[src/rtl/delta_list_timer_queue_macros.svh]
// Assertion macros used by the timer queue RTL.
`ifndef DELTA_LIST_TIMER_QUEUE_MACROS_SVH
`define DELTA_LIST_TIMER_QUEUE_MACROS_SVH

// Checks that an expression holds at every clock edge outside reset.
`define DLTQ_ASSERT_ALWAYS(lbl, expr, msg) \
   lbl: assert property (@(posedge clock) disable iff (reset) (expr)) else $error(msg);

// Checks that a condition implies a consequence in the same cycle.
`define DLTQ_ASSERT_IMPLY(lbl, ante, cons, msg) \
   lbl: assert property (@(posedge clock) disable iff (reset) (ante) |-> (cons)) \
      else $error(msg);

// Checks that a condition implies a consequence in the next cycle.
`define DLTQ_ASSERT_NEXT(lbl, ante, cons, msg) \
   lbl: assert property (@(posedge clock) disable iff (reset) (ante) |=> (cons)) \
      else $error(msg);

`endif

[src/rtl/dltq_pkg.sv]
// Package with the shared constants and codes of the delta-list timer queue.
`default_nettype none

package dltq_pkg;

   localparam int NUM_TIMERS_DEF = 8;
   localparam int MAX_RESULTS    = 8;
   localparam int CNT_W          = $clog2(MAX_RESULTS + 1);

   localparam int DELTA_W    = 16;
   localparam int SIG_W      = 8;
   localparam int PAY_W      = 16;
   localparam int OWN_W      = 8;
   localparam int DATA_W     = SIG_W + PAY_W + OWN_W;
   localparam int REQ_DATA_W = 64;
   localparam int RSP_DATA_W = 32;

   typedef enum logic [1:0] {
      STATUS_ADDED   = 2'd0,
      STATUS_FULL    = 2'd1,
      STATUS_EXPIRED = 2'd2,
      STATUS_NONE    = 2'd3
   } status_type;

   typedef enum logic {
      KIND_ADD   = 1'b0,
      KIND_CLOCK = 1'b1
   } kind_type;

endpackage

`default_nettype wire

[src/rtl/dltq_ram.sv]
// Generic single-write, single-read RAM with a registered read port.
`default_nettype none

module dltq_ram #(
   parameter int WIDTH = dltq_pkg::DATA_W,
   parameter int DEPTH = dltq_pkg::NUM_TIMERS_DEF
) (
   input  wire logic                     clock,
   input  wire logic                     wr_en,
   input  wire logic [$clog2(DEPTH)-1:0] wr_addr,
   input  wire logic [WIDTH-1:0]         wr_data,
   input  wire logic                     rd_en,
   input  wire logic [$clog2(DEPTH)-1:0] rd_addr,
   output logic      [WIDTH-1:0]         rd_data
);

   logic [WIDTH-1:0] mem_ff [DEPTH];
   logic [WIDTH-1:0] rd_data_ff;

   always_ff @(posedge clock) begin
      if (wr_en) begin
         mem_ff[wr_addr] <= wr_data;
      end
      if (rd_en) begin
         rd_data_ff <= mem_ff[rd_addr];
      end
   end

   assign rd_data = rd_data_ff;

endmodule

`default_nettype wire

[src/rtl/delta_list_timer_queue.sv]
// Delta-list timer queue: a pool of timer slots kept as a list sorted by relative expiry.
// An add beat takes a slot from the free list and walks the pending list one entry at a
// time, because each step reads the link and delta memories through their single
// registered read ports. An add refused because the pool is full gets a full status. A
// clock beat removes expired timers from the head of the list, at most eight expired timers
// per clock beat, each reported in its own result beat with the last one marked by tlast.
// The block takes no new beat until all results of the current one are delivered.
// All storage needs no clearing pass after reset.
`default_nettype none

`include "delta_list_timer_queue_macros.svh"

module delta_list_timer_queue #(
   parameter int NUM_TIMERS = dltq_pkg::NUM_TIMERS_DEF
) (
   input  wire logic                            clock,
   input  wire logic                            reset,
   input  wire logic                            req_tvalid,
   output logic                                 req_tready,
   // signal_code, payload, owner, delay_ticks, clock_now
   input  wire logic [dltq_pkg::REQ_DATA_W-1:0] req_tdata,
   // kind
   input  wire logic                            req_tuser,
   output logic                                 rsp_tvalid,
   input  wire logic                            rsp_tready,
   // out_signal, out_payload, out_owner
   output logic      [dltq_pkg::RSP_DATA_W-1:0] rsp_tdata,
   // status
   output logic      [1:0]                      rsp_tuser,
   output logic                                 rsp_tlast
);

   localparam int SLOT_W = $clog2(NUM_TIMERS);
   localparam int LINK_W = $clog2(NUM_TIMERS + 1);
   localparam logic [LINK_W-1:0] NIL = LINK_W'(NUM_TIMERS);
   localparam int DW = dltq_pkg::DELTA_W;
   localparam int CW = dltq_pkg::CNT_W;

   typedef enum logic [3:0] {
      S_IDLE, S_AFREE, S_ACMP, S_ALINK, S_AINS1, S_AINS2,
      S_CCHK, S_CDATA, S_CNEXT, S_OUT
   } state_type;

   state_type                  state_ff, state_in;
   logic [LINK_W-1:0]          used_head_ff, used_head_in;
   logic [LINK_W-1:0]          free_head_ff, free_head_in;
   logic [DW-1:0]              last_exp_ff, last_exp_in;
   logic [DW-1:0]              t_ff, t_in;
   logic [DW-1:0]              now_ff, now_in;
   logic [DW-1:0]              fix_ff, fix_in;
   logic [SLOT_W-1:0]          slot_ff, slot_in;
   logic [SLOT_W-1:0]          cur_ff, cur_in;
   logic [LINK_W-1:0]          nxt_ff, nxt_in;
   logic                       at_head_ff, at_head_in;
   logic [CW-1:0]              count_ff, count_in;
   logic [NUM_TIMERS-1:0]      link_vld_ff, link_vld_in;
   logic                       lk_vld_ff, lk_vld_in;
   logic [SLOT_W-1:0]          lk_addr_ff, lk_addr_in;
   logic [1:0]                 out_status_ff, out_status_in;
   logic [dltq_pkg::DATA_W-1:0] out_data_ff, out_data_in;
   logic                       out_last_ff, out_last_in;

   logic                       d_we, d_re, l_we, l_re, m_we, m_re;
   logic [SLOT_W-1:0]          d_waddr, d_raddr, l_waddr, l_raddr, m_waddr, m_raddr;
   logic [DW-1:0]              d_wdata, delta_q;
   logic [LINK_W-1:0]          l_wdata, link_ram_q, link_q;
   logic [dltq_pkg::DATA_W-1:0] m_wdata, data_q;
   logic [DW-1:0]              diff;

   dltq_ram #(.WIDTH(DW), .DEPTH(NUM_TIMERS)) u_delta_ram (
      .clock(clock), .wr_en(d_we), .wr_addr(d_waddr), .wr_data(d_wdata),
      .rd_en(d_re), .rd_addr(d_raddr), .rd_data(delta_q)
   );

   dltq_ram #(.WIDTH(LINK_W), .DEPTH(NUM_TIMERS)) u_link_ram (
      .clock(clock), .wr_en(l_we), .wr_addr(l_waddr), .wr_data(l_wdata),
      .rd_en(l_re), .rd_addr(l_raddr), .rd_data(link_ram_q)
   );

   dltq_ram #(.WIDTH(dltq_pkg::DATA_W), .DEPTH(NUM_TIMERS)) u_data_ram (
      .clock(clock), .wr_en(m_we), .wr_addr(m_waddr), .wr_data(m_wdata),
      .rd_en(m_re), .rd_addr(m_raddr), .rd_data(data_q)
   );

   // A link entry never written reads as its reset value, the next slot.
   assign link_q = lk_vld_ff ? link_ram_q : (LINK_W'(lk_addr_ff) + LINK_W'(1));
   assign diff   = now_ff - last_exp_ff;

   always_comb begin
      state_in      = state_ff;
      used_head_in  = used_head_ff;
      free_head_in  = free_head_ff;
      last_exp_in   = last_exp_ff;
      t_in          = t_ff;
      now_in        = now_ff;
      fix_in        = fix_ff;
      slot_in       = slot_ff;
      cur_in        = cur_ff;
      nxt_in        = nxt_ff;
      at_head_in    = at_head_ff;
      count_in      = count_ff;
      link_vld_in   = link_vld_ff;
      out_status_in = out_status_ff;
      out_data_in   = out_data_ff;
      out_last_in   = out_last_ff;
      d_we = 1'b0; d_re = 1'b0; l_we = 1'b0; l_re = 1'b0; m_we = 1'b0; m_re = 1'b0;
      d_waddr = '0; d_raddr = '0; l_waddr = '0; l_raddr = '0; m_waddr = '0; m_raddr = '0;
      d_wdata = '0; l_wdata = '0;
      m_wdata = req_tdata[dltq_pkg::DATA_W-1:0];

      unique case (state_ff)
         S_IDLE: begin
            if (req_tvalid) begin
               if (req_tuser == dltq_pkg::KIND_ADD) begin
                  if (free_head_ff >= NIL) begin
                     out_status_in = dltq_pkg::STATUS_FULL;
                     out_data_in   = '0;
                     out_last_in   = 1'b1;
                     state_in      = S_OUT;
                  end else begin
                     slot_in  = free_head_ff[SLOT_W-1:0];
                     t_in     = req_tdata[47:32];
                     m_we     = 1'b1;
                     m_waddr  = free_head_ff[SLOT_W-1:0];
                     l_re     = 1'b1;
                     l_raddr  = free_head_ff[SLOT_W-1:0];
                     state_in = S_AFREE;
                  end
               end else begin
                  now_in   = req_tdata[63:48];
                  count_in = '0;
                  if (used_head_ff >= NIL) begin
                     out_status_in = dltq_pkg::STATUS_NONE;
                     out_data_in   = '0;
                     out_last_in   = 1'b1;
                     state_in      = S_OUT;
                  end else begin
                     d_re     = 1'b1;
                     d_raddr  = used_head_ff[SLOT_W-1:0];
                     l_re     = 1'b1;
                     l_raddr  = used_head_ff[SLOT_W-1:0];
                     state_in = S_CCHK;
                  end
               end
            end
         end
         S_AFREE: begin
            free_head_in = link_q;
            at_head_in   = 1'b1;
            nxt_in       = used_head_ff;
            if (used_head_ff >= NIL) begin
               nxt_in   = NIL;
               state_in = S_AINS1;
            end else begin
               d_re     = 1'b1;
               d_raddr  = used_head_ff[SLOT_W-1:0];
               state_in = S_ACMP;
            end
         end
         S_ACMP: begin
            if (delta_q > t_ff) begin
               fix_in   = delta_q - t_ff;
               state_in = S_AINS1;
            end else begin
               t_in       = t_ff - delta_q;
               cur_in     = nxt_ff[SLOT_W-1:0];
               at_head_in = 1'b0;
               l_re       = 1'b1;
               l_raddr    = nxt_ff[SLOT_W-1:0];
               state_in   = S_ALINK;
            end
         end
         S_ALINK: begin
            if (link_q >= NIL) begin
               nxt_in   = NIL;
               state_in = S_AINS1;
            end else begin
               nxt_in   = link_q;
               d_re     = 1'b1;
               d_raddr  = link_q[SLOT_W-1:0];
               state_in = S_ACMP;
            end
         end
         S_AINS1: begin
            d_we    = 1'b1;
            d_waddr = slot_ff;
            d_wdata = t_ff;
            l_we    = 1'b1;
            l_waddr = slot_ff;
            l_wdata = nxt_ff;
            link_vld_in[slot_ff] = 1'b1;
            if (at_head_ff) begin
               used_head_in = LINK_W'(slot_ff);
            end
            state_in = S_AINS2;
         end
         S_AINS2: begin
            if (nxt_ff < NIL) begin
               d_we    = 1'b1;
               d_waddr = nxt_ff[SLOT_W-1:0];
               d_wdata = fix_ff;
            end
            if (!at_head_ff) begin
               l_we    = 1'b1;
               l_waddr = cur_ff;
               l_wdata = LINK_W'(slot_ff);
               link_vld_in[cur_ff] = 1'b1;
            end
            out_status_in = dltq_pkg::STATUS_ADDED;
            out_data_in   = '0;
            out_last_in   = 1'b1;
            state_in      = S_OUT;
         end
         S_CCHK: begin
            if (diff < delta_q) begin
               out_status_in = dltq_pkg::STATUS_NONE;
               out_data_in   = '0;
               out_last_in   = 1'b1;
               state_in      = (count_ff == '0) ? S_OUT : S_IDLE;
            end else begin
               used_head_in = link_q;
               l_we         = 1'b1;
               l_waddr      = used_head_ff[SLOT_W-1:0];
               l_wdata      = free_head_ff;
               link_vld_in[used_head_ff[SLOT_W-1:0]] = 1'b1;
               free_head_in = used_head_ff;
               last_exp_in  = now_ff;
               m_re         = 1'b1;
               m_raddr      = used_head_ff[SLOT_W-1:0];
               count_in     = count_ff + CW'(1);
               state_in     = S_CDATA;
            end
         end
         S_CDATA: begin
            out_status_in = dltq_pkg::STATUS_EXPIRED;
            out_data_in   = data_q;
            if (count_ff == CW'(dltq_pkg::MAX_RESULTS) || used_head_ff >= NIL) begin
               out_last_in = 1'b1;
               state_in    = S_OUT;
            end else begin
               d_re     = 1'b1;
               d_raddr  = used_head_ff[SLOT_W-1:0];
               l_re     = 1'b1;
               l_raddr  = used_head_ff[SLOT_W-1:0];
               state_in = S_CNEXT;
            end
         end
         S_CNEXT: begin
            out_last_in = (diff < delta_q);
            state_in    = S_OUT;
         end
         S_OUT: begin
            if (rsp_tready) begin
               state_in = out_last_ff ? S_IDLE : S_CCHK;
            end
         end
         default: begin
            state_in = S_IDLE;
         end
      endcase
   end

   assign lk_vld_in  = l_re ? link_vld_ff[l_raddr] : lk_vld_ff;
   assign lk_addr_in = l_re ? l_raddr : lk_addr_ff;

   always_ff @(posedge clock) begin
      if (reset) begin
         state_ff     <= S_IDLE;
         used_head_ff <= NIL;
         free_head_ff <= '0;
         last_exp_ff  <= '0;
         count_ff     <= '0;
         link_vld_ff  <= '0;
         lk_vld_ff    <= 1'b0;
      end else begin
         state_ff     <= state_in;
         used_head_ff <= used_head_in;
         free_head_ff <= free_head_in;
         last_exp_ff  <= last_exp_in;
         count_ff     <= count_in;
         link_vld_ff  <= link_vld_in;
         lk_vld_ff    <= lk_vld_in;
      end
      lk_addr_ff    <= lk_addr_in;
      t_ff          <= t_in;
      now_ff        <= now_in;
      fix_ff        <= fix_in;
      slot_ff       <= slot_in;
      cur_ff        <= cur_in;
      nxt_ff        <= nxt_in;
      at_head_ff    <= at_head_in;
      out_status_ff <= out_status_in;
      out_data_ff   <= out_data_in;
      out_last_ff   <= out_last_in;
   end

   assign req_tready = (state_ff == S_IDLE);
   assign rsp_tvalid = (state_ff == S_OUT);
   assign rsp_tdata  = out_data_ff;
   assign rsp_tuser  = out_status_ff;
   assign rsp_tlast  = out_last_ff;

   `DLTQ_ASSERT_ALWAYS(a_heads_distinct,
      used_head_ff >= NIL || free_head_ff >= NIL || used_head_ff != free_head_ff,
      "Free list and pending list share a head slot.")
   `DLTQ_ASSERT_ALWAYS(a_count_bound, count_ff <= CW'(dltq_pkg::MAX_RESULTS),
      "More expiries than allowed in one clock beat.")
   `DLTQ_ASSERT_IMPLY(a_full_status,
      rsp_tvalid && rsp_tuser == dltq_pkg::STATUS_FULL, free_head_ff == NIL,
      "Pool reported full while a slot is free.")
   `DLTQ_ASSERT_NEXT(a_expiry_time, state_ff == S_CCHK && !(diff < delta_q),
      last_exp_ff == $past(now_ff), "Expiry time not updated on removal.")

endmodule

`default_nettype wire

[config.mk]
export PLATFORM = sky130hd
export DESIGN_NAME = delta_list_timer_queue
export DESIGN_NICKNAME = d
export VERILOG_FILES = /design/src/rtl/dltq_pkg.sv /design/src/rtl/dltq_ram.sv /design/src/rtl/delta_list_timer_queue.sv
export VERILOG_INCLUDE_DIRS = /design/src /design/src/rtl
export SDC_FILE = /design/constraint.sdc
export NUM_CORES = 1
export LEC_CHECK = 0
export BUFFER_PORTS_ARGS = -buffer_cell sky130_fd_sc_hd__buf_2
export CORE_MARGIN = 2
export CORE_UTILIZATION = 45
export DETAILED_ROUTE_END_ITERATION = 10
export HOLD_SLACK_MARGIN = 0.02
export PLACE_DENSITY = 0.63
export RECOVER_POWER = 50
export SETUP_SLACK_MARGIN = 0.15
export SLEW_MARGIN = 20
export SYNTH_ARGS = -nofsm -noshare
export SYNTH_HDL_FRONTEND = slang
export SYNTH_SLANG_ARGS = --single-unit
[constraint.sdc]
create_clock -name clock -period 15.5 [get_ports clock]
set_input_delay 2.325 -clock clock [delete_from_list [all_inputs] [get_ports clock]]
set_output_delay 2.325 -clock clock [all_outputs]
set_load 0.01 [all_outputs]
==> reports/results.md, run 1 <==
- -68.71% — max_slew headroom
- 565 — number of flops mapped to enable cells by yosys
- 610 ps — clock latency at the later pin of the worst-skew pair
- 0 — CTS Hold Bufs
- 0 — post-cts sizing count
- 66 — TritonCTS buffer count
- 0 — Post-CTS Repair Setup Buffers
- 0.8967 — GPL Wtd Cong
- 145.3 nW/um^2 — power density relative to cell area
- 4.349 mW — total power consumption of the routed design
- 5 — number of search-and-repair iterations in the first detailed-routing pass
- 21.33% — total global-route track usage
- 6 — initial antenna violation count
- sky130_fd_sc_hd__edfxtp_1 — predominant post-synthesis flop cell
- 50 ps — Reg clk slew, reported paths
- compound AO/OA/AOI/OAI gates — cell type group with the largest total delay on the critical path
- 10.27% — fraction of layout cells with a size suffix above 1
- 45.34% — Initial Util
- 34.91% — part of the cycle the worst path needs
- 10,090 ps — Final Worst Setup Slack
- 12.91 um^2 — syn avg cell area
- 5001 um — met3 wire length
- 1,340 — DR iter-0 viols
- 85 — Netlist cell types
- 0% — ys async rst share
- 17,120 — count of vias placed by the detailed router
- 39,540 um — post-DP HPWL
- 16,970 — number of global-route vias before repair
- 2531 ps — actual slew at the worst max-slew pin
- 89 — Site Rows
- 0 — number of antenna-violating nets in the routed design
- 0.1848 GHz — Max Fclk
- 3 — CTS H-tree lvls
- flop to flop — worst hold path type
- 67 — Pins Over Slew Limit
- inv_1 > ha_1 > fa_1 > nor2b_1 > o21a_1 > o21ai_0 > nand2b_1 > a31o_2 > a31oi_1 > nor2b_1 > xnor2_1 > ha_1 > a21o_1 > a21oi_1 > and4bb_1 > o21bai_1 > buf_4 > nand2_1 > inv_2 > buf_4 > nand2_1 > o21ai_0 — sequence of cells on the critical path
- max-capacitance violations, max-slew violations — violated checks
- 65,540 um — sum of routed wire length over all layers
- 0 — Final Hold Vio Count
- 42 — highest fanout seen on the critical path
- flop — CP Capture Type
- 455.0 ps — hold slack
- 29.29 ps — Clock Skew
- 66.73% — share of the yosys chip area belonging to registers
- flop to flop — kind of critical path
- 2 — count of maximum capacitance violations
- 58,800 um^2 — placeable core area
- 4 — number of buffers and inverters on the critical path
- 99,180 um — wire length of the first global-routing pass
- 606 — number of sinks driven by the clock tree
- sky130_fd_sc_hd__edfxtp_1 — leading cell type in the layout, fill and taps excluded
- yes — TritonCTS clock tree
- 0 ps — setup TNS
- sky130_fd_sc_hd__buf_4 — Worst path slowest cell
- 3 — maximum buffer depth of the clock tree
- 22.04 um — wire length per cell
- 606 — total of flip-flops plus latches after synthesis
- 27,970 um^2 — Post-DP Area
- 31,770 um — length of routed met2 wiring
- 0 — final number of setup-violating endpoints
- 247.4 um — horizontal extent of the die
- 2,200 — Synth Net Count
- 106 — I/O pin count
- 0 — residual DRC count
- 0 — sum of overflow across all layers after global routing
- no — RSZ-0062 raised after global routing
- 5.757 — DR vias/cell
- sky130_fd_sc_hd__edfxtp_1 (565), sky130_fd_sc_hd__nand2_1 (254), sky130_fd_sc_hd__a21oi_1 (127) — commonest cells after routing, fill and taps aside
- 10,130 ps — pre-CTS setup slack
- 26,660 um^2 — netlist area before placement
- 5650 ps — WP data arrival
- 0 — synth warn
- met5 — uppermost signal routing layer after detailed routing
- sky130_fd_sc_hd__clkbuf_16 — clock root buffer
- 71 — maximum number of pins on one net before global-route repair
- 105 — number of port buffers
- 61,200 um^2 — die area
- 2,064 — post-synthesis instance total
- 2,288 — Total Nets Final
- 10.22 nW — leakage power
- 650 ps — Critical Path Max Stage Delay
- 5410 ps — shortest period the worst path allows
- finished, violations left — status
- 29,930 um^2 — Non-Filler Cell Area, Final
- 247.4 um — die boundary height
- 0.1074 mV — Max VDD drop
- 27,280 um — met1 routed wirelength after detailed routing
- 12.28% — synth-to-layout area growth
- 15,740 ps — Worst EP required
- flop — Setup crit start kind
==> Yosys cell counts (4+ instances only) <==
| cell | count | area (um^2) |
|---|---|---|
| sky130_fd_sc_hd__nor2b_1 | 9 | 56.30 |
| sky130_fd_sc_hd__o21a_1 | 15 | 112.6 |
| sky130_fd_sc_hd__o211a_1 | 4 | 40.04 |
| sky130_fd_sc_hd__o2111ai_1 | 4 | 35.03 |
| sky130_fd_sc_hd__mux2i_1 | 29 | 290.3 |
| sky130_fd_sc_hd__a21oi_1 | 127 | 635.6 |
| sky130_fd_sc_hd__nor2_1 | 107 | 401.6 |
| sky130_fd_sc_hd__o211ai_1 | 13 | 97.59 |
| sky130_fd_sc_hd__a211oi_1 | 6 | 45.04 |
| sky130_fd_sc_hd__a31oi_1 | 7 | 43.79 |
| sky130_fd_sc_hd__a21o_1 | 19 | 142.6 |
| sky130_fd_sc_hd__mux2_2 | 39 | 439.2 |
| sky130_fd_sc_hd__nand2b_1 | 11 | 68.82 |
| sky130_fd_sc_hd__o21ai_0 | 60 | 300.3 |
| sky130_fd_sc_hd__a31o_1 | 17 | 148.9 |
| sky130_fd_sc_hd__and2_1 | 41 | 256.5 |
| sky130_fd_sc_hd__o21ai_1 | 8 | 40.04 |
| sky130_fd_sc_hd__ha_1 | 64 | 800.8 |
| sky130_fd_sc_hd__nand2_1 | 256 | 960.9 |
| sky130_fd_sc_hd__buf_2 | 18 | 90.09 |
| sky130_fd_sc_hd__nand3_1 | 58 | 290.3 |
| sky130_fd_sc_hd__xor2_1 | 8 | 70.07 |
| sky130_fd_sc_hd__buf_1 | 4 | 15.01 |
| sky130_fd_sc_hd__edfxtp_1 | 565 | 16970 |
| sky130_fd_sc_hd__dfxtp_1 | 41 | 820.8 |
| sky130_fd_sc_hd__buf_4 | 4 | 30.03 |
| sky130_fd_sc_hd__a22o_1 | 19 | 166.4 |
| sky130_fd_sc_hd__a2bb2oi_1 | 29 | 254.0 |
| sky130_fd_sc_hd__o31ai_1 | 37 | 277.8 |
| sky130_fd_sc_hd__nor3b_1 | 4 | 30.03 |
| sky130_fd_sc_hd__nor3_1 | 67 | 335.3 |
| sky130_fd_sc_hd__a311oi_1 | 17 | 148.9 |
| sky130_fd_sc_hd__inv_1 | 78 | 292.8 |
| sky130_fd_sc_hd__or3_1 | 7 | 43.79 |
| sky130_fd_sc_hd__nand3b_1 | 6 | 45.04 |
| sky130_fd_sc_hd__nand4_1 | 5 | 31.28 |
| sky130_fd_sc_hd__xnor2_1 | 27 | 236.5 |
| sky130_fd_sc_hd__a22oi_1 | 42 | 315.3 |
| sky130_fd_sc_hd__and3_1 | 26 | 162.7 |
| sky130_fd_sc_hd__o22ai_1 | 6 | 37.54 |
| sky130_fd_sc_hd__clkbuf_1 | 89 | 334.1 |
==> cell families (layout without fill, tap and decap cells) <==
kind of cell | after synthesis | after routing | synth area share [%]
buffers and inverters | 202 | 338 | 3.215
AND/OR/NAND/NOR | 617 | 617 | 10.81
flip-flops | 606 | 606 | 66.73
AO/OA/AOI/OAI | 469 | 469 | 12.13
adder cells (fa/ha/maj) | 67 | 67 | 3.229
multiplexers | 68 | 68 | 2.737
XOR/XNOR | 35 | 35 | 1.150
other | 0 | 1 | 0
==> layout make-up <==
class	count	area, um^2
Fill cell	5074	28870
Clock buffer	77	1745
Sequential cell	606	17790
Antenna cell	1	2.502
Clock inverter	39	395.4
Timing Repair Buffer	141	668.1
Inverter	81	309.0
Tap cell	773	967.2
Multi-Input combinational cell	1256	8054
==> where the power goes <==
group,switching (mW),internal [mW]
clock,0.646,0.900
combinational,0.484,0.234
sequential,0.0912,1.99
==> per-stage QoR <==
stage / instances / util [%]
4_1_cts: 2973 / 51.21
6_report: 2974 / 50.90
2_1_floorplan: 2064 / -
3_5_place_dp: 2857 / 47.57
3_3_place_gp: 2857 / 47.57
5_1_grt: 2973 / 50.90
==> sequential cells by signal (all words and copies together) (netlist names), 4 cells and up <==
signal and count:
t_ff 16, free_head_ff 4, count_ff 4, link_vld_ff 8, state_ff 4, u_delta_ram.rd_data 16
u_data_ram.mem_ff 256, nxt_ff 4, used_head_ff 4, now_ff 16, u_link_ram.mem_ff 32, u_data_ram.rd_data 32
u_link_ram.rd_data 4, last_exp_ff 16, u_delta_ram.mem_ff 128, rsp_tdata 32, fix_ff 16
==> worst min-delay path, cell delays in order, from the launching register on <==
cell and delay, ps:
sky130_fd_sc_hd__dfxtp_1 300, sky130_fd_sc_hd__nand2_1 50, sky130_fd_sc_hd__a21oi_1 50
==> path summary, 6_finish.rpt <==
kind / end / depth (start not counted) / startpoint / slack, ps
worst max-delay path: u_link_ram.mem_ff[1][0] / 22 / now_ff[0] / 10090
worst min-delay path: last_exp_ff[13] / 2 / last_exp_ff[13] / 450
worst max register to register: u_link_ram.mem_ff[1][0] / 22 / now_ff[0] / 10090
worst min register to register: last_exp_ff[13] / 2 / last_exp_ff[13] / 450
==> per-layer routing <==
layer | up-vias | GRT usage, %
li1 | 7893 | -
met1 | 8476 | 28.20
met2 | 641 | 35.59
met3 | 102 | 4.455
met4 | 10 | 6.235
met5 | - | 0
Power figures use the tool's default switching activity.
==> run 2, diff against run 1 <==
clock period = 5.4 ns   (was 15.5 ns; I/O delays follow)
==> run 2 against run 1 <==
Net effect:
- the flow still finishes with violations (max-capacitance violations, max-slew violations)
- clock-buffer cell count grew 8
- fmax grew 11%
- first-iteration DRC count grew 8.6%
- setup slack lost 9600 ps
- combinational power grew to 2.9 times the previous value
- worst hold slack lost 72 ps
- cell count grew 0.67%
- sequential power grew to 2.9 times the previous value
- critical path type unchanged
- critical endpoint is now lk_vld_ff
- highest routed layer unchanged
==> reports/results.md, run 2 (synthesis results as in run 1) <==
- finished, violations left — status, unchanged
- max-capacitance violations, max-slew violations — violated checks, unchanged
- 90.15% — part of the cycle the worst path needs, was 34.91%
- 60 ps — Reg clk slew, reported paths, was 50 ps
- 21.37% — total global-route track usage, was 21.33%
- no — RSZ-0062 raised after global routing, unchanged
- 10.32 nW — leakage power, was 10.22 nW
- u_data_ram.mem_ff — largest register by flop count, unchanged
- 200 — Pins Over Slew Limit, was 67
- 418.5 nW/um^2 — power density relative to cell area, was 145.3 nW/um^2
- -75.19% — max_slew headroom, was -68.71%
- 0 — post-cts sizing count, unchanged
- 27,860 um — met1 routed wirelength after detailed routing, was 27,280 um
- 99,440 um — wire length of the first global-routing pass, was 99,180 um
- 1390 ps — Critical Path Max Stage Delay, was 650 ps
- 17,300 — count of vias placed by the detailed router, was 17,120
- 606 — number of sinks driven by the clock tree, unchanged
- 247.4 um — horizontal extent of the die, unchanged
- 5.777 — DR vias/cell, was 5.757
- 65,610 um — sum of routed wire length over all layers, was 65,540 um
- 5880 ps — Worst EP required, was 15,740 ps
- sky130_fd_sc_hd__edfxtp_1 — leading cell type in the layout, fill and taps excluded, unchanged
- 13.19% — synth-to-layout area growth, was 12.28%
- 5350 ps — WP data arrival, was 5650 ps
- 7 — number of search-and-repair iterations in the first detailed-routing pass, was 5
- input port to flop — worst hold path type, was flop to flop
- 0 — Post-CTS Repair Setup Buffers, unchanged
- 28,130 um^2 — Post-DP Area, was 27,970 um^2
- 2,303 — Total Nets Final, was 2,288
- 0 — sum of overflow across all layers after global routing, unchanged
- sky130_fd_sc_hd__edfxtp_1 (565), sky130_fd_sc_hd__nand2_1 (256), sky130_fd_sc_hd__a21oi_1 (126) — commonest cells after routing, fill and taps aside, was sky130_fd_sc_hd__edfxtp_1 (565), sky130_fd_sc_hd__nand2_1 (254), sky130_fd_sc_hd__a21oi_1 (127)
- 105 — number of port buffers, unchanged
- 0.2054 GHz — Max Fclk, was 0.1848 GHz
- 0 — Final Hold Vio Count, unchanged
- sky130_fd_sc_hd__clkbuf_1 — Worst path slowest cell, was sky130_fd_sc_hd__buf_4
- 37.74 ps — Clock Skew, was 29.29 ps
- flop to flop — kind of critical path, unchanged
- 3 — maximum buffer depth of the clock tree, unchanged
- 89 — Site Rows, unchanged
- 65 — maximum number of pins on one net before global-route repair, was 71
- 0 — final number of setup-violating endpoints, unchanged
- 45.34% — Initial Util, unchanged
- and4b_1 > clkbuf_1 > nand4_1 > o311a_4 > a21boi_2 > a31oi_4 > mux2_2 > o211a_1 > o31a_1 — sequence of cells on the critical path, was inv_1 > ha_1 > fa_1 > nor2b_1 > o21a_1 > o21ai_0 > nand2b_1 > a31o_2 > a31oi_1 > nor2b_1 > xnor2_1 > ha_1 > a21o_1 > a21oi_1 > and4bb_1 > o21bai_1 > buf_4 > nand2_1 > inv_2 > buf_4 > nand2_1 > o21ai_0
- met5 — uppermost signal routing layer after detailed routing, unchanged
- flop — Setup crit start kind, unchanged
- 1,455 — DR iter-0 viols, was 1,340
- 61,200 um^2 — die area, unchanged
- 106 — I/O pin count, unchanged
- 0.9151 — GPL Wtd Cong, was 0.8967
- 4868 ps — shortest period the worst path allows, was 5410 ps
- 610 ps — clock latency at the later pin of the worst-skew pair, about the same
- 0 — number of antenna-violating nets in the routed design, unchanged
- 4685 um — met3 wire length, was 5001 um
- yes — TritonCTS clock tree, unchanged
- 3 — CTS H-tree lvls, unchanged
- 0 — CTS Hold Bufs, unchanged
- 0 — residual DRC count, unchanged
- 11.13% — fraction of layout cells with a size suffix above 1, was 10.27%
- 40,120 um — post-DP HPWL, was 39,540 um
- 31,000 um — length of routed met2 wiring, was 31,770 um
- flop — CP Capture Type, unchanged
- 2628 ps — actual slew at the worst max-slew pin, was 2531 ps
- 30,170 um^2 — Non-Filler Cell Area, Final, was 29,930 um^2
- 21.91 um — wire length per cell, was 22.04 um
- 0.3449 mV — Max VDD drop, was 0.1074 mV
- 6 — count of maximum capacitance violations, was 2
- 16,800 — number of global-route vias before repair, was 16,970
- 0 ps — setup TNS, unchanged
- 34 — highest fanout seen on the critical path, was 42
- sky130_fd_sc_hd__clkbuf_16 — clock root buffer, unchanged
- 247.4 um — die boundary height, unchanged
- 58,800 um^2 — placeable core area, unchanged
- u_data_ram.mem_ff: 256 flops, u_delta_ram.mem_ff: 128 flops — Largest regs, unchanged
- 66 — TritonCTS buffer count, unchanged
- 256 — Largest register FFs, unchanged
- 7 — initial antenna violation count, was 6
run 2: changes by cell type in the layout (fill, tap and decap cells not counted), moves of 5 or more:
cell,before,now
sky130_fd_sc_hd__buf_4,27,38
sky130_fd_sc_hd__and2_0,22,29
sky130_fd_sc_hd__and2_1,19,12
sky130_fd_sc_hd__clkinv_1,15,9
sky130_fd_sc_hd__buf_2,30,35
run 2: per-layer routing:
layer	up-vias	global-route usage, %
met4	14	7.872
met3	130	4.498
met5	-	0
li1	7946	-
met2	623	34.01
met1	8582	29.00
run 2: layout make-up:
cell class                 count  area [um^2]
antenna                        1        2.502
clock buffer                  85         1805
clock inverter                36        422.9
fill                        5008        28620
inverter                      81        305.3
multi-input combinational   1256         8060
sequential                   606        17790
tap                          773        967.2
timing repair buffer         156        820.8
run 2: where the power goes:
group	leakage, nW	internal, mW	switching [mW]
combinational	3.82	0.692	1.39
sequential	5.41	5.73	0.236
clock	1.09	2.69	1.89
run 2: path summary, 6_finish.rpt:
| path | start | endpoint | slack [ps] | depth (start not counted) |
|---|---|---|---|---|
| max | state_ff[1] | lk_vld_ff | 530 | 9 |
| min | req_tdata[61] | now_ff[13] | 380 | 1 |
| max reg2reg | state_ff[1] | lk_vld_ff | 530 | 9 |
| min reg2reg | last_exp_ff[3] | last_exp_ff[3] | 450 | 2 |
run 2: worst max-delay path: cells and delay by family (launching register included):
kind / cells / cell delay [ps]
flip-flops: 1 / 690
buffers and inverters: 1 / 1390
AND/OR/NAND/NOR: 2 / 560
multiplexers: 1 / 450
AO/OA/AOI/OAI: 5 / 1640
run 2: metrics by stage:
step / power [mW] / cells / setup slack (ps) / hold WS (ps) / utilization (%)
after floorplan: 7.397 / 2064 / 608.3 / 406.4 / -
after global placement: 8.137 / 2872 / 785.1 / 441.8 / 47.85
after detailed placement: 8.176 / 2872 / 727.4 / 448.1 / 47.85
after CTS: 12.76 / 2993 / 660.3 / 350.5 / 51.64
after global routing: 13.13 / 2993 / 217.4 / 355.2 / 51.31
final: 12.63 / 2994 / 531.8 / 383.1 / 51.32
